$ cat src/rtl/breakpoint_envelope_generator_defines.svh
// Assertion macros for the breakpoint envelope generator.
// Included by the top level; the enclosing module must declare clk and rst_n.
`ifndef BREAKPOINT_ENVELOPE_GENERATOR_DEFINES_SVH
`define BREAKPOINT_ENVELOPE_GENERATOR_DEFINES_SVH

// Same-cycle implication, sampled on clk and ignored during reset.
`define BPE_ASSERT_IMPL(lbl, ante, cons, msg) \
  lbl: assert property (@(posedge clk) disable iff (!rst_n) (ante) |-> (cons)) else $error(msg);

// Next-cycle implication, sampled on clk and ignored during reset.
`define BPE_ASSERT_NEXT(lbl, ante, cons, msg) \
  lbl: assert property (@(posedge clk) disable iff (!rst_n) (ante) |=> (cons)) else $error(msg);

`endif

$ cat src/rtl/bpe_pkg.sv
// Shared types and constants for the breakpoint envelope generator.
// Used by the top level and by the serial divider; no dependencies.
package bpe_pkg;

  localparam int NUM_TRACKS = 3;

  // Divider widths: |dv * dt| is below 2^24, the divisor is a time span.
  localparam int NUM_W = 24;
  localparam int DEN_W = 16;

  // Command codes.
  localparam logic [1:0] CMD_TICK = 2'd0;
  localparam logic [1:0] CMD_INS  = 2'd1;
  localparam logic [1:0] CMD_DEL  = 2'd2;
  localparam logic [1:0] CMD_MOVE = 2'd3;

  // Track codes.
  localparam logic [1:0] TRK_VOL  = 2'd0;
  localparam logic [1:0] TRK_FREQ = 2'd1;
  localparam logic [1:0] TRK_CTRL = 2'd2;

  typedef enum logic [4:0] {
    S_IDLE,
    S_EV_A,
    S_EV_B,
    S_EV_C,
    S_EV_D,
    S_EV_M,
    S_EV_W,
    S_DONE,
    S_SC_RD,
    S_SC_CHK,
    S_SH_RD,
    S_SH_WR,
    S_PUT,
    S_DL_RD,
    S_DL_WR
  } state_t;

  typedef struct packed {
    logic done;
    logic rem_nz;
  } div_stat_t;

endpackage

$ cat src/rtl/bpe_div.sv
// Unsigned restoring divider, one quotient bit per cycle.
// Depends on bpe_pkg for the operand widths and the status struct.
module bpe_div import bpe_pkg::*; (
  input  logic             clk,
  input  logic             rst_n,
  input  logic             start,
  input  logic [NUM_W-1:0] dividend,
  input  logic [DEN_W-1:0] divisor,
  output logic [NUM_W-1:0] quotient,
  output div_stat_t        stat
);

  localparam int KW = $clog2(NUM_W);

  logic             busy_r, busy_nxt;
  logic             done_r, done_nxt;
  logic [KW-1:0]    cnt_r, cnt_nxt;
  logic [DEN_W-1:0] rem_r, rem_nxt;
  logic [NUM_W-1:0] quo_r, quo_nxt;
  logic [DEN_W-1:0] den_r, den_nxt;
  logic [DEN_W:0]   shifted;
  logic [DEN_W:0]   diff;

  always_comb begin
    busy_nxt = busy_r;
    done_nxt = 1'b0;
    cnt_nxt  = cnt_r;
    rem_nxt  = rem_r;
    quo_nxt  = quo_r;
    den_nxt  = den_r;
    shifted  = {rem_r, quo_r[NUM_W-1]};
    diff     = shifted - {1'b0, den_r};
    if (start) begin
      busy_nxt = 1'b1;
      cnt_nxt  = KW'(NUM_W - 1);
      rem_nxt  = '0;
      quo_nxt  = dividend;
      den_nxt  = divisor;
    end else if (busy_r) begin
      if (!diff[DEN_W]) begin
        rem_nxt = diff[DEN_W-1:0];
        quo_nxt = {quo_r[NUM_W-2:0], 1'b1};
      end else begin
        rem_nxt = shifted[DEN_W-1:0];
        quo_nxt = {quo_r[NUM_W-2:0], 1'b0};
      end
      cnt_nxt = cnt_r - 1'b1;
      if (cnt_r == '0) begin
        busy_nxt = 1'b0;
        done_nxt = 1'b1;
      end
    end
  end

  always_ff @(posedge clk) begin
    if (!rst_n) begin
      busy_r <= 1'b0;
      done_r <= 1'b0;
    end else begin
      busy_r <= busy_nxt;
      done_r <= done_nxt;
    end
    cnt_r <= cnt_nxt;
    rem_r <= rem_nxt;
    quo_r <= quo_nxt;
    den_r <= den_nxt;
  end

  assign quotient    = quo_r;
  assign stat.done   = done_r;
  assign stat.rem_nz = (rem_r != '0);

endmodule

$ cat src/rtl/breakpoint_envelope_generator.sv
// Breakpoint envelope generator: three sorted breakpoint tables in one memory.
// Tick: each track is evaluated in turn (an empty track gives zero, a stepped track or the last
// point gives its value, equal times hold the earlier value, other points go through the serial
// divide), then the result is registered; edits scan or shift table entries one at a time.
// Items are taken one at a time; a result waits in an output register.
// Synchronous active-low reset clears counts, cursors, time and length; running and
// loop enable come up as one. Table memory contents are not cleared.
`include "breakpoint_envelope_generator_defines.svh"

module breakpoint_envelope_generator import bpe_pkg::*; #(
  parameter int MAX_POINTS = 16
) (
  input  logic        clk,
  input  logic        rst_n,
  input  logic        in_tvalid,
  output logic        in_tready,
  // [1:0] cmd, [3:2] track, [11:4] point_value, [27:12] point_time, [31:28] point_index
  input  logic [31:0] in_tdata,
  output logic        out_tvalid,
  input  logic        out_tready,
  // [7:0] freq_byte, [11:8] vol_byte[7:4], [12] zero, [15:13] ctrl_byte[2:0], [16] still_active, [23:17] zero
  output logic [23:0] out_tdata,
  input  logic        cfg_valid,
  output logic        cfg_ready,
  input  logic        cfg_data
);

  localparam int CW    = $clog2(MAX_POINTS + 1);
  localparam int IW    = $clog2(MAX_POINTS);
  localparam int AW    = $clog2(NUM_TRACKS * MAX_POINTS);
  localparam int XW    = (CW > 4) ? CW : 4;
  localparam int DEPTH = NUM_TRACKS * MAX_POINTS;

  // Each memory word holds {time[15:0], value[7:0]}.
  logic [23:0] bp_mem [DEPTH];
  logic [23:0] bp_rd_r;
  logic          mem_we;
  logic [AW-1:0] mem_wa;
  logic [23:0]   mem_wd;
  logic [AW-1:0] mem_ra;

  state_t state_r, state_nxt;

  logic [CW-1:0] bp_count_r  [NUM_TRACKS];
  logic [CW-1:0] bp_count_nxt[NUM_TRACKS];
  logic [IW-1:0] bp_cursor_r  [NUM_TRACKS];
  logic [IW-1:0] bp_cursor_nxt[NUM_TRACKS];
  logic [15:0] now_r, now_nxt;
  logic [15:0] env_r, env_nxt;
  logic        running_r, running_nxt;
  logic        loop_en_r;

  // Latched command.
  logic [1:0]  cmd_r, cmd_nxt;
  logic [1:0]  trk_r, trk_nxt;
  logic [7:0]  val_r, val_nxt;
  logic [15:0] tm_r, tm_nxt;

  // Sequencer working registers.
  logic [CW-1:0] i_r, i_nxt;
  logic [CW-1:0] pos_r, pos_nxt;
  logic [IW-1:0] c_r, c_nxt;
  logic [1:0]    ev_k_r, ev_k_nxt;
  logic [7:0]    v1_r, v1_nxt;
  logic [15:0]   t1_r, t1_nxt;
  logic [15:0]   dt_r, dt_nxt;
  logic signed [25:0] num_r, num_nxt;
  logic          neg_r, neg_nxt;
  logic [7:0]    freq_r, freq_nxt;
  logic [7:0]    vol_r, vol_nxt;

  logic        out_valid_r, out_valid_nxt;
  logic [23:0] out_data_r, out_data_nxt;

  // Divider.
  logic             div_start;
  logic [NUM_W-1:0] div_dividend;
  logic [NUM_W-1:0] div_quo;
  div_stat_t        div_stat;

  // Input fields.
  logic [1:0]  in_cmd;
  logic [1:0]  in_trk;
  logic [7:0]  in_val;
  logic [15:0] in_tm;
  logic [3:0]  in_idx;
  logic        in_acc;
  logic [CW-1:0] n_in;

  // Combinational helpers.
  logic [1:0]    ev_trk;
  logic [CW-1:0] n_ev;
  logic [CW-1:0] n_ed;
  logic [CW-1:0] c_ext;
  logic [CW-1:0] c_new;
  logic [16:0]   t_inc;
  logic [15:0]   rd_time;
  logic [7:0]    rd_val;
  logic          ev_done;
  logic [7:0]    ev_res;
  logic          place;
  logic [CW-1:0] place_pos;
  logic signed [8:0]  dv;
  logic signed [16:0] dtm;
  logic signed [25:0] num_mag;
  logic signed [25:0] q_s;
  logic signed [26:0] r_s;

  function automatic logic [AW-1:0] addr_of(input logic [1:0] trk, input logic [CW-1:0] ix);
    addr_of = AW'(trk) * AW'(MAX_POINTS) + AW'(ix);
  endfunction

  assign in_cmd = in_tdata[1:0];
  assign in_trk = in_tdata[3:2];
  assign in_val = in_tdata[11:4];
  assign in_tm  = in_tdata[27:12];
  assign in_idx = in_tdata[31:28];

  assign in_tready = (state_r == S_IDLE);
  assign in_acc    = in_tvalid && in_tready;
  assign cfg_ready = 1'b1;

  assign rd_time = bp_rd_r[23:8];
  assign rd_val  = bp_rd_r[7:0];

  // Evaluation order is frequency, volume, then control.
  always_comb begin
    case (ev_k_r)
      2'd0:    ev_trk = TRK_FREQ;
      2'd1:    ev_trk = TRK_VOL;
      default: ev_trk = TRK_CTRL;
    endcase
  end

  assign n_in  = (in_trk < 2'(NUM_TRACKS)) ? bp_count_r[in_trk] : '0;
  assign n_ev  = bp_count_r[ev_trk];
  assign n_ed  = bp_count_r[trk_r];
  assign c_ext = CW'(c_r);

  // Memory: one write and one registered read per cycle.
  always_ff @(posedge clk) begin
    if (mem_we) begin
      bp_mem[mem_wa] <= mem_wd;
    end
    bp_rd_r <= bp_mem[mem_ra];
  end

  bpe_div u_div (
    .clk      (clk),
    .rst_n    (rst_n),
    .start    (div_start),
    .dividend (div_dividend),
    .divisor  (dt_r),
    .quotient (div_quo),
    .stat     (div_stat)
  );

  always_comb begin
    state_nxt     = state_r;
    bp_count_nxt  = bp_count_r;
    bp_cursor_nxt = bp_cursor_r;
    now_nxt       = now_r;
    env_nxt       = env_r;
    running_nxt   = running_r;
    cmd_nxt       = cmd_r;
    trk_nxt       = trk_r;
    val_nxt       = val_r;
    tm_nxt        = tm_r;
    i_nxt         = i_r;
    pos_nxt       = pos_r;
    c_nxt         = c_r;
    ev_k_nxt      = ev_k_r;
    v1_nxt        = v1_r;
    t1_nxt        = t1_r;
    dt_nxt        = dt_r;
    num_nxt       = num_r;
    neg_nxt       = neg_r;
    freq_nxt      = freq_r;
    vol_nxt       = vol_r;
    out_valid_nxt = out_valid_r;
    out_data_nxt  = out_data_r;
    mem_we        = 1'b0;
    mem_wa        = addr_of(trk_r, i_r);
    mem_wd        = bp_rd_r;
    mem_ra        = addr_of(trk_r, i_r);
    div_start     = 1'b0;
    ev_done       = 1'b0;
    ev_res        = '0;
    place         = 1'b0;
    place_pos     = i_r;
    c_new         = c_ext;
    t_inc         = {1'b0, now_r} + 17'd1;
    dv            = $signed({1'b0, rd_val}) - $signed({1'b0, v1_r});
    dtm           = $signed({1'b0, now_r}) - $signed({1'b0, t1_r});
    num_mag       = num_r[25] ? -num_r : num_r;
    div_dividend  = num_mag[NUM_W-1:0];
    q_s           = $signed({2'b00, div_quo});
    if (neg_r) begin
      q_s = -q_s - $signed({25'd0, div_stat.rem_nz});
    end
    r_s           = $signed({19'd0, v1_r}) + $signed({q_s[25], q_s});

    if (out_valid_r && out_tready) begin
      out_valid_nxt = 1'b0;
    end

    unique case (state_r)
      S_IDLE: begin
        if (in_acc) begin
          cmd_nxt = in_cmd;
          trk_nxt = in_trk;
          val_nxt = in_val;
          tm_nxt  = in_tm;
          if (in_cmd == CMD_TICK) begin
            if (running_r) begin
              // Advance time; at the length the envelope wraps, all cursors rewind and running takes the loop enable.
              if (t_inc >= {1'b0, env_r}) begin
                now_nxt = '0;
                for (int k = 0; k < NUM_TRACKS; k++) begin
                  bp_cursor_nxt[k] = '0;
                end
                running_nxt = loop_en_r;
              end else begin
                now_nxt = t_inc[15:0];
              end
              ev_k_nxt  = 2'd0;
              state_nxt = S_EV_A;
            end
          end else if (in_trk < 2'(NUM_TRACKS)) begin
            case (in_cmd)
              CMD_INS: begin
                if (in_tm > env_r) begin
                  env_nxt = in_tm;
                end
                i_nxt     = '0;
                state_nxt = S_SC_RD;
              end
              CMD_DEL: begin
                // Index 0 is protected.
                if (in_idx != 4'd0 && XW'(in_idx) < XW'(n_in)) begin
                  i_nxt     = CW'(in_idx);
                  state_nxt = S_DL_RD;
                end
              end
              default: begin
                if (XW'(in_idx) < XW'(n_in)) begin
                  i_nxt     = CW'(in_idx);
                  state_nxt = S_DL_RD;
                end
              end
            endcase
          end
        end
      end

      // Clamp the cursor and fetch the following point.
      S_EV_A: begin
        if (n_ev == '0) begin
          ev_done = 1'b1;
          ev_res  = '0;
        end else begin
          if (CW'(bp_cursor_r[ev_trk]) >= n_ev) begin
            c_nxt = IW'(n_ev - 1'b1);
          end else begin
            c_nxt = bp_cursor_r[ev_trk];
          end
          if (CW'(c_nxt) + 1'b1 < n_ev) begin
            mem_ra = addr_of(ev_trk, CW'(c_nxt) + 1'b1);
          end else begin
            mem_ra = addr_of(ev_trk, CW'(c_nxt));
          end
          state_nxt = S_EV_B;
        end
      end

      // Step the cursor by at most one point, then fetch the current point.
      S_EV_B: begin
        if (c_ext + 1'b1 < n_ev && rd_time <= now_r) begin
          c_new = c_ext + 1'b1;
        end
        c_nxt                 = IW'(c_new);
        bp_cursor_nxt[ev_trk] = IW'(c_new);
        mem_ra                = addr_of(ev_trk, c_new);
        state_nxt             = S_EV_C;
      end

      S_EV_C: begin
        v1_nxt = rd_val;
        t1_nxt = rd_time;
        if (ev_trk == TRK_CTRL || c_ext + 1'b1 >= n_ev) begin
          ev_done = 1'b1;
          ev_res  = rd_val;
        end else begin
          mem_ra    = addr_of(ev_trk, c_ext + 1'b1);
          state_nxt = S_EV_D;
        end
      end

      // Next point is in; equal times hold the earlier value.
      S_EV_D: begin
        if (rd_time <= t1_r) begin
          ev_done = 1'b1;
          ev_res  = v1_r;
        end else begin
          dt_nxt    = rd_time - t1_r;
          num_nxt   = 26'(dv * dtm);
          state_nxt = S_EV_M;
        end
      end

      S_EV_M: begin
        neg_nxt   = num_r[25];
        div_start = 1'b1;
        state_nxt = S_EV_W;
      end

      // Floor the quotient, add to the start value and saturate.
      S_EV_W: begin
        if (div_stat.done) begin
          ev_done = 1'b1;
          if (r_s < 0) begin
            ev_res = 8'd0;
          end else if (r_s > 27'sd255) begin
            ev_res = 8'd255;
          end else begin
            ev_res = r_s[7:0];
          end
        end
      end

      S_DONE: begin
        if (!out_valid_r || out_tready) begin
          out_valid_nxt = 1'b1;
          out_data_nxt  = {7'd0, running_r, v1_r[2:0], 1'b0, vol_r[7:4], freq_r};
          state_nxt     = S_IDLE;
        end
      end

      // Find the first point later than the new time, or, for an insert, an equal one to overwrite.
      S_SC_RD: begin
        if (i_r >= n_ed) begin
          place     = 1'b1;
          place_pos = n_ed;
        end else begin
          mem_ra    = addr_of(trk_r, i_r);
          state_nxt = S_SC_CHK;
        end
      end

      S_SC_CHK: begin
        if (cmd_r == CMD_INS && rd_time == tm_r) begin
          mem_we    = 1'b1;
          mem_wa    = addr_of(trk_r, i_r);
          mem_wd    = {rd_time, val_r};
          state_nxt = S_IDLE;
        end else if (rd_time > tm_r) begin
          place     = 1'b1;
          place_pos = i_r;
        end else begin
          i_nxt     = i_r + 1'b1;
          state_nxt = S_SC_RD;
        end
      end

      // Open a gap at pos by moving entries up one, top first.
      S_SH_RD: begin
        mem_ra    = addr_of(trk_r, i_r - 1'b1);
        state_nxt = S_SH_WR;
      end

      S_SH_WR: begin
        mem_we = 1'b1;
        mem_wa = addr_of(trk_r, i_r);
        mem_wd = bp_rd_r;
        i_nxt  = i_r - 1'b1;
        if (i_r - 1'b1 > pos_r) begin
          state_nxt = S_SH_RD;
        end else begin
          state_nxt = S_PUT;
        end
      end

      S_PUT: begin
        mem_we              = 1'b1;
        mem_wa              = addr_of(trk_r, pos_r);
        mem_wd              = {tm_r, val_r};
        bp_count_nxt[trk_r] = n_ed + 1'b1;
        state_nxt           = S_IDLE;
      end

      // Close the gap at i by moving later entries down one.
      S_DL_RD: begin
        if (i_r + 1'b1 < n_ed) begin
          mem_ra    = addr_of(trk_r, i_r + 1'b1);
          state_nxt = S_DL_WR;
        end else begin
          bp_count_nxt[trk_r] = n_ed - 1'b1;
          if (cmd_r == CMD_MOVE) begin
            i_nxt     = '0;
            state_nxt = S_SC_RD;
          end else begin
            state_nxt = S_IDLE;
          end
        end
      end

      S_DL_WR: begin
        mem_we    = 1'b1;
        mem_wa    = addr_of(trk_r, i_r);
        mem_wd    = bp_rd_r;
        i_nxt     = i_r + 1'b1;
        state_nxt = S_DL_RD;
      end

      default: begin
        state_nxt = S_IDLE;
      end
    endcase

    // A track finished evaluating.
    if (ev_done) begin
      case (ev_k_r)
        2'd0: begin
          freq_nxt  = ev_res;
          ev_k_nxt  = 2'd1;
          state_nxt = S_EV_A;
        end
        2'd1: begin
          vol_nxt   = ev_res;
          ev_k_nxt  = 2'd2;
          state_nxt = S_EV_A;
        end
        default: begin
          v1_nxt    = ev_res;
          state_nxt = S_DONE;
        end
      endcase
    end

    // Scan ended: a full table drops an insert; a move landing last sets the length.
    if (place) begin
      pos_nxt = place_pos;
      i_nxt   = n_ed;
      if (cmd_r == CMD_INS && n_ed >= CW'(MAX_POINTS)) begin
        state_nxt = S_IDLE;
      end else begin
        if (cmd_r == CMD_MOVE && place_pos == n_ed) begin
          env_nxt = tm_r;
        end
        if (n_ed > place_pos) begin
          state_nxt = S_SH_RD;
        end else begin
          state_nxt = S_PUT;
        end
      end
    end
  end

  always_ff @(posedge clk) begin
    if (!rst_n) begin
      state_r     <= S_IDLE;
      for (int k = 0; k < NUM_TRACKS; k++) begin
        bp_count_r[k]  <= '0;
        bp_cursor_r[k] <= '0;
      end
      now_r       <= '0;
      env_r       <= '0;
      running_r   <= 1'b1;
      loop_en_r   <= 1'b1;
      out_valid_r <= 1'b0;
      ev_k_r      <= '0;
    end else begin
      state_r     <= state_nxt;
      bp_count_r  <= bp_count_nxt;
      bp_cursor_r <= bp_cursor_nxt;
      now_r       <= now_nxt;
      env_r       <= env_nxt;
      running_r   <= running_nxt;
      out_valid_r <= out_valid_nxt;
      ev_k_r      <= ev_k_nxt;
      if (cfg_valid && cfg_ready) begin
        loop_en_r <= cfg_data;
      end
    end
    cmd_r      <= cmd_nxt;
    trk_r      <= trk_nxt;
    val_r      <= val_nxt;
    tm_r       <= tm_nxt;
    i_r        <= i_nxt;
    pos_r      <= pos_nxt;
    c_r        <= c_nxt;
    v1_r       <= v1_nxt;
    t1_r       <= t1_nxt;
    dt_r       <= dt_nxt;
    num_r      <= num_nxt;
    neg_r      <= neg_nxt;
    freq_r     <= freq_nxt;
    vol_r      <= vol_nxt;
    out_data_r <= out_data_nxt;
  end

  assign out_tvalid = out_valid_r;
  assign out_tdata  = out_data_r;

  // A tick while stopped gives no result and leaves the sequencer idle.
  `BPE_ASSERT_NEXT(a_stopped_tick, in_acc && in_cmd == CMD_TICK && !running_r, state_r == S_IDLE, "tick while stopped started work")
  // A result appears only when a tick completes.
  `BPE_ASSERT_IMPL(a_out_source, $rose(out_valid_r), $past(state_r) == S_DONE, "result without a finished tick")
  // No table ever holds more than its capacity.
  `BPE_ASSERT_IMPL(a_count_max, 1'b1, bp_count_r[0] <= CW'(MAX_POINTS) && bp_count_r[1] <= CW'(MAX_POINTS) && bp_count_r[2] <= CW'(MAX_POINTS), "table count overflow")

endmodule
$ cat config.mk
export PLATFORM = sky130hd
export DESIGN_NAME = breakpoint_envelope_generator
export DESIGN_NICKNAME = d
export VERILOG_FILES = /design/src/rtl/bpe_pkg.sv /design/src/rtl/bpe_div.sv /design/src/rtl/breakpoint_envelope_generator.sv
export VERILOG_INCLUDE_DIRS = /design/src /design/src/rtl
export SDC_FILE = /design/constraint.sdc
export NUM_CORES = 2
export LEC_CHECK = 0
export CAP_MARGIN = 25
export CORE_MARGIN = 4
export CORE_UTILIZATION = 53
export CTS_CLUSTER_DIAMETER = 120
export DETAILED_ROUTE_END_ITERATION = 8
export DONT_BUFFER_PORTS = 1
export PLACE_DENSITY = 0.7
export SETUP_SLACK_MARGIN = 0.2
export SLEW_MARGIN = 5
export SYNTH_ARGS = -nofsm -noshare
export SYNTH_HDL_FRONTEND = slang
export SYNTH_SLANG_ARGS = --single-unit
$ cat constraint.sdc
create_clock -name clk -period 22.4 [get_ports clk]
set_clock_uncertainty 0.05 [all_clocks]
set_input_delay 4.48 -clock clk [delete_from_list [all_inputs] [get_ports clk]]
set_output_delay 4.48 -clock clk [all_outputs]
set_load 0.005 [all_outputs]
==> results.sh <==
export IMPL_dr_first_iter_drc_count=5292
export IMPL_drc=0
export IMPL_fmax_mhz=99.2
export IMPL_final_hold_viol_count=0
export IMPL_critPathMaxFanout=66
export IMPL_grt_use_total=0.266
export IMPL_syn_area_um2=73200
export IMPL_initial_core_util=0.533
export IMPL_ys_async_sr_fraction=0
export IMPL_max_cap_viol_count=0
export IMPL_synth_mux_area_frac=0.0929
export IMPL_grt_pass1_wl_um=293000
export IMPL_die_area_um2=144000
export IMPL_vias=48064
export IMPL_clock_sinks=1443
export IMPL_critPathBufInv=5
export IMPL_drtAntennaViolNets=0
export IMPL_drt_pass1_iterations=6
export IMPL_cp_top_family="buffers and inverters"
export IMPL_die_w_um=380
export IMPL_post_route_cells_drive_above_1_share=0.114
export IMPL_synth_xor_area_frac=0.0181
export IMPL_synth_most_common_cell="edfxtp_1"
export IMPL_viasPerCell=6.20
export IMPL_holdCritPathClass="flop to flop"
export IMPL_cts_htree_levels=4
export IMPL_synthDistinctLibCells=96
export IMPL_report_final_slew_viol_count=0
export IMPL_syn_instance_count=5858
export IMPL_fin_ws_ns=12.32
export IMPL_post_synth_cell_area_avg_um2=12.5
export IMPL_crit_chain="mux2_2, mux2i_1, ha_1, a2111oi_2, or3_1, mux2_2, inv_1, ha_1, nor3b_1, ha_1, and3_1, a221oi_1, a211oi_1, a221oi_4, buf_4, and2_4, buf_4, buf_4, buf_4, mux2_2, mux2i_1, mux2i_1, mux2i_1, o221ai_1"
export IMPL_post_dp_hpwl_um=120000
export IMPL_cts_root_buf="clkbuf_16"
export IMPL_grt_max_degree=151
export IMPL_path_class="flop to flop"
export IMPL_tns_ns=0
export IMPL_synthSimpleGateAreaFrac=0.0982
export IMPL_clock_path_buffers=3
export IMPL_cp_arrival_ns=10.67
export IMPL_period_needed_ns=10.08
export IMPL_final_util=0.586
export IMPL_wl_per_cell_um=25.1
export IMPL_numCtsBuffers=151
export IMPL_hold_buffers=0
export IMPL_synth_compound_area_frac=0.100
export IMPL_clk_latency_ns=0.80
export IMPL_rows=136
export IMPL_ys_flop_type="edfxtp_1"
export IMPL_netlist_top_cells_count="edfxtp_1, nand2_1, mux2i_1, inv_1, ha_1"
export IMPL_synthAdderAreaFrac=0.0802
export IMPL_antenna_found_initial=2
export IMPL_rsz0062_at_grt="false"
export IMPL_slew_headroom=0.266
export IMPL_die_y_um=380
export IMPL_outcome="finished clean"
export IMPL_seq_area_frac_synth=0.575
export IMPL_n_antenna_cell=0
export IMPL_place_congestion=0.910
export IMPL_fin_nets=6261
export IMPL_hold_slack_ns=0.366
export IMPL_grt_remaining_overflow=0
export IMPL_ctsResizeCount=0
export IMPL_cts_setup_buffers=0
export IMPL_finalCritPeriodShare=0.450
export IMPL_synth_largest_area_cell="edfxtp_1"
export IMPL_synth_top_area_share=0.541
export IMPL_finalSetupViolCount=0
export IMPL_grt_pass1_vias=46767
export IMPL_yosys_top_cells_area="edfxtp_1, mux2i_1, ha_1"
export IMPL_num_io_pins=65
export IMPL_portBuffers=0
export IMPL_routed_wl_um=195000
export IMPL_max_stage_delay_ns=0.80
export IMPL_ys_warn_count=0
export IMPL_synth_seq_cells=1443
export IMPL_core_um2=137000
export IMPL_synth_edf_count=1320
export IMPL_slowest_stage="buf_4"
export IMPL_cp_data_required_time_ns=22.99
export IMPL_end_kind="flop"
export IMPL_synth_top_family_by_area="compound AO/OA/AOI/OAI gates"
export IMPL_clk_pin_slew_ns=0.06
export IMPL_pre_cts_ws_ns=12.47
export IMPL_area_growth_pct=9.92
export IMPL_cp_start_kind="flop"
export IMPL_tightest_slew_ns=1.07
export IMPL_cts_tree="built"
## layout make-up
class                      instances  area, µm²
sequential                      1443      42100
multi-input combinational       3775      28900
tap                             1794       2240
fill                           10682      56800
inverter                         327       1230
timing repair buffer             134       1220
clock inverter                    73        608
clock buffer                     207       4220
## per-stage QoR
step,area (µm²),cells
2_1_floorplan,73300,5865
3_3_place_gp,75300,7455
3_5_place_dp,75400,7461
4_1_cts,80200,7741
5_1_grt,80500,7753
6_report,80500,7753
## cells in the final DEF, fill, tap and decap left out, drive strengths merged, types with 55 or more instances in the layout
| cell | synthesis | final |
|---|---|---|
| xnor2 | 96 | 96 |
| clkinv | 0 | 57 |
| ha | 260 | 260 |
| edfxtp | 1320 | 1320 |
| dfxtp | 123 | 123 |
| buf | 120 | 131 |
| nand3 | 145 | 145 |
| nand2 | 761 | 761 |
| and3 | 121 | 121 |
| clkbuf | 200 | 207 |
| a21oi | 134 | 134 |
| nor3 | 81 | 81 |
| xor2 | 55 | 55 |
| o21ai | 180 | 180 |
| inv | 327 | 335 |
| mux2 | 229 | 229 |
| o2bb2ai | 194 | 194 |
| nor2 | 255 | 255 |
| fa | 131 | 131 |
| mux2i | 422 | 422 |
## path summary, 6_finish.rpt
check | start | endpoint | slack (ns) | cells after the start
hold / removal | dt_r[8]$_DFFE_PP_ | u_div.den_r[8]$_DFFE_PP_ | 0.37 | 0
setup reg to reg | ev_k_r[0]$_SDFF_PN0_ | bp_rd_r[7]$_DFF_P_ | 12.32 | 24
setup / recovery | ev_k_r[0]$_SDFF_PN0_ | bp_rd_r[7]$_DFF_P_ | 12.32 | 24
hold reg to reg | dt_r[8]$_DFFE_PP_ | u_div.den_r[8]$_DFFE_PP_ | 0.37 | 0
## logic make-up after synthesis
logic type,after synthesis
DFF,1443
adders and majority gates,391
other,2
AOI/OAI and AO/OA,992
and+or+nand+nor,1581
xor gates and xnor gates,151
buffers and inverters,647
muxes,651
## routing by layer
| layer | up-vias | track usage | routed length (µm) |
|---|---|---|---|
| met5 | - | 0 | 0 |
| met4 | 0 | 0.0880 | 6540 |
| met3 | 349 | 0.0487 | 17700 |
| met2 | 2113 | 0.427 | 91000 |
| met1 | 23847 | 0.369 | 79400 |
| li1 | 21755 | - | - |
## sequential cells by signal, summed over array words and instances, names as in the netlist, 5 cells and up, named ones only
register and flops:
bp_mem 1152, num_r 25, bp_rd_r 24, u_div.quotient 24, dt_r 16, env_r 16
now_r 16, out_tdata 16, t1_r 16, tm_r 16, u_div.den_r 16, u_div.rem_r 16
bp_count_r 12, bp_cursor_r 12, freq_r 8, v1_r 8, val_r 8, i_r 5
pos_r 5, u_div.cnt_r 5
## worst reg2reg max path, delay by kind of cell, from the launching register on
| kind | cells | cell delay, ns |
|---|---|---|
| adders and majority gates | 3 | 0.88 |
| buffers and inverters | 5 | 3.01 |
| AOI/OAI and AO/OA | 5 | 1.45 |
| muxes | 7 | 2.30 |
| DFF | 1 | 0.76 |
| and+or+nand+nor | 4 | 1.50 |
Power is left out: the tool's default activity adds up to more than one toggle a clock period on the data nets, which glitch-free logic cannot reach.
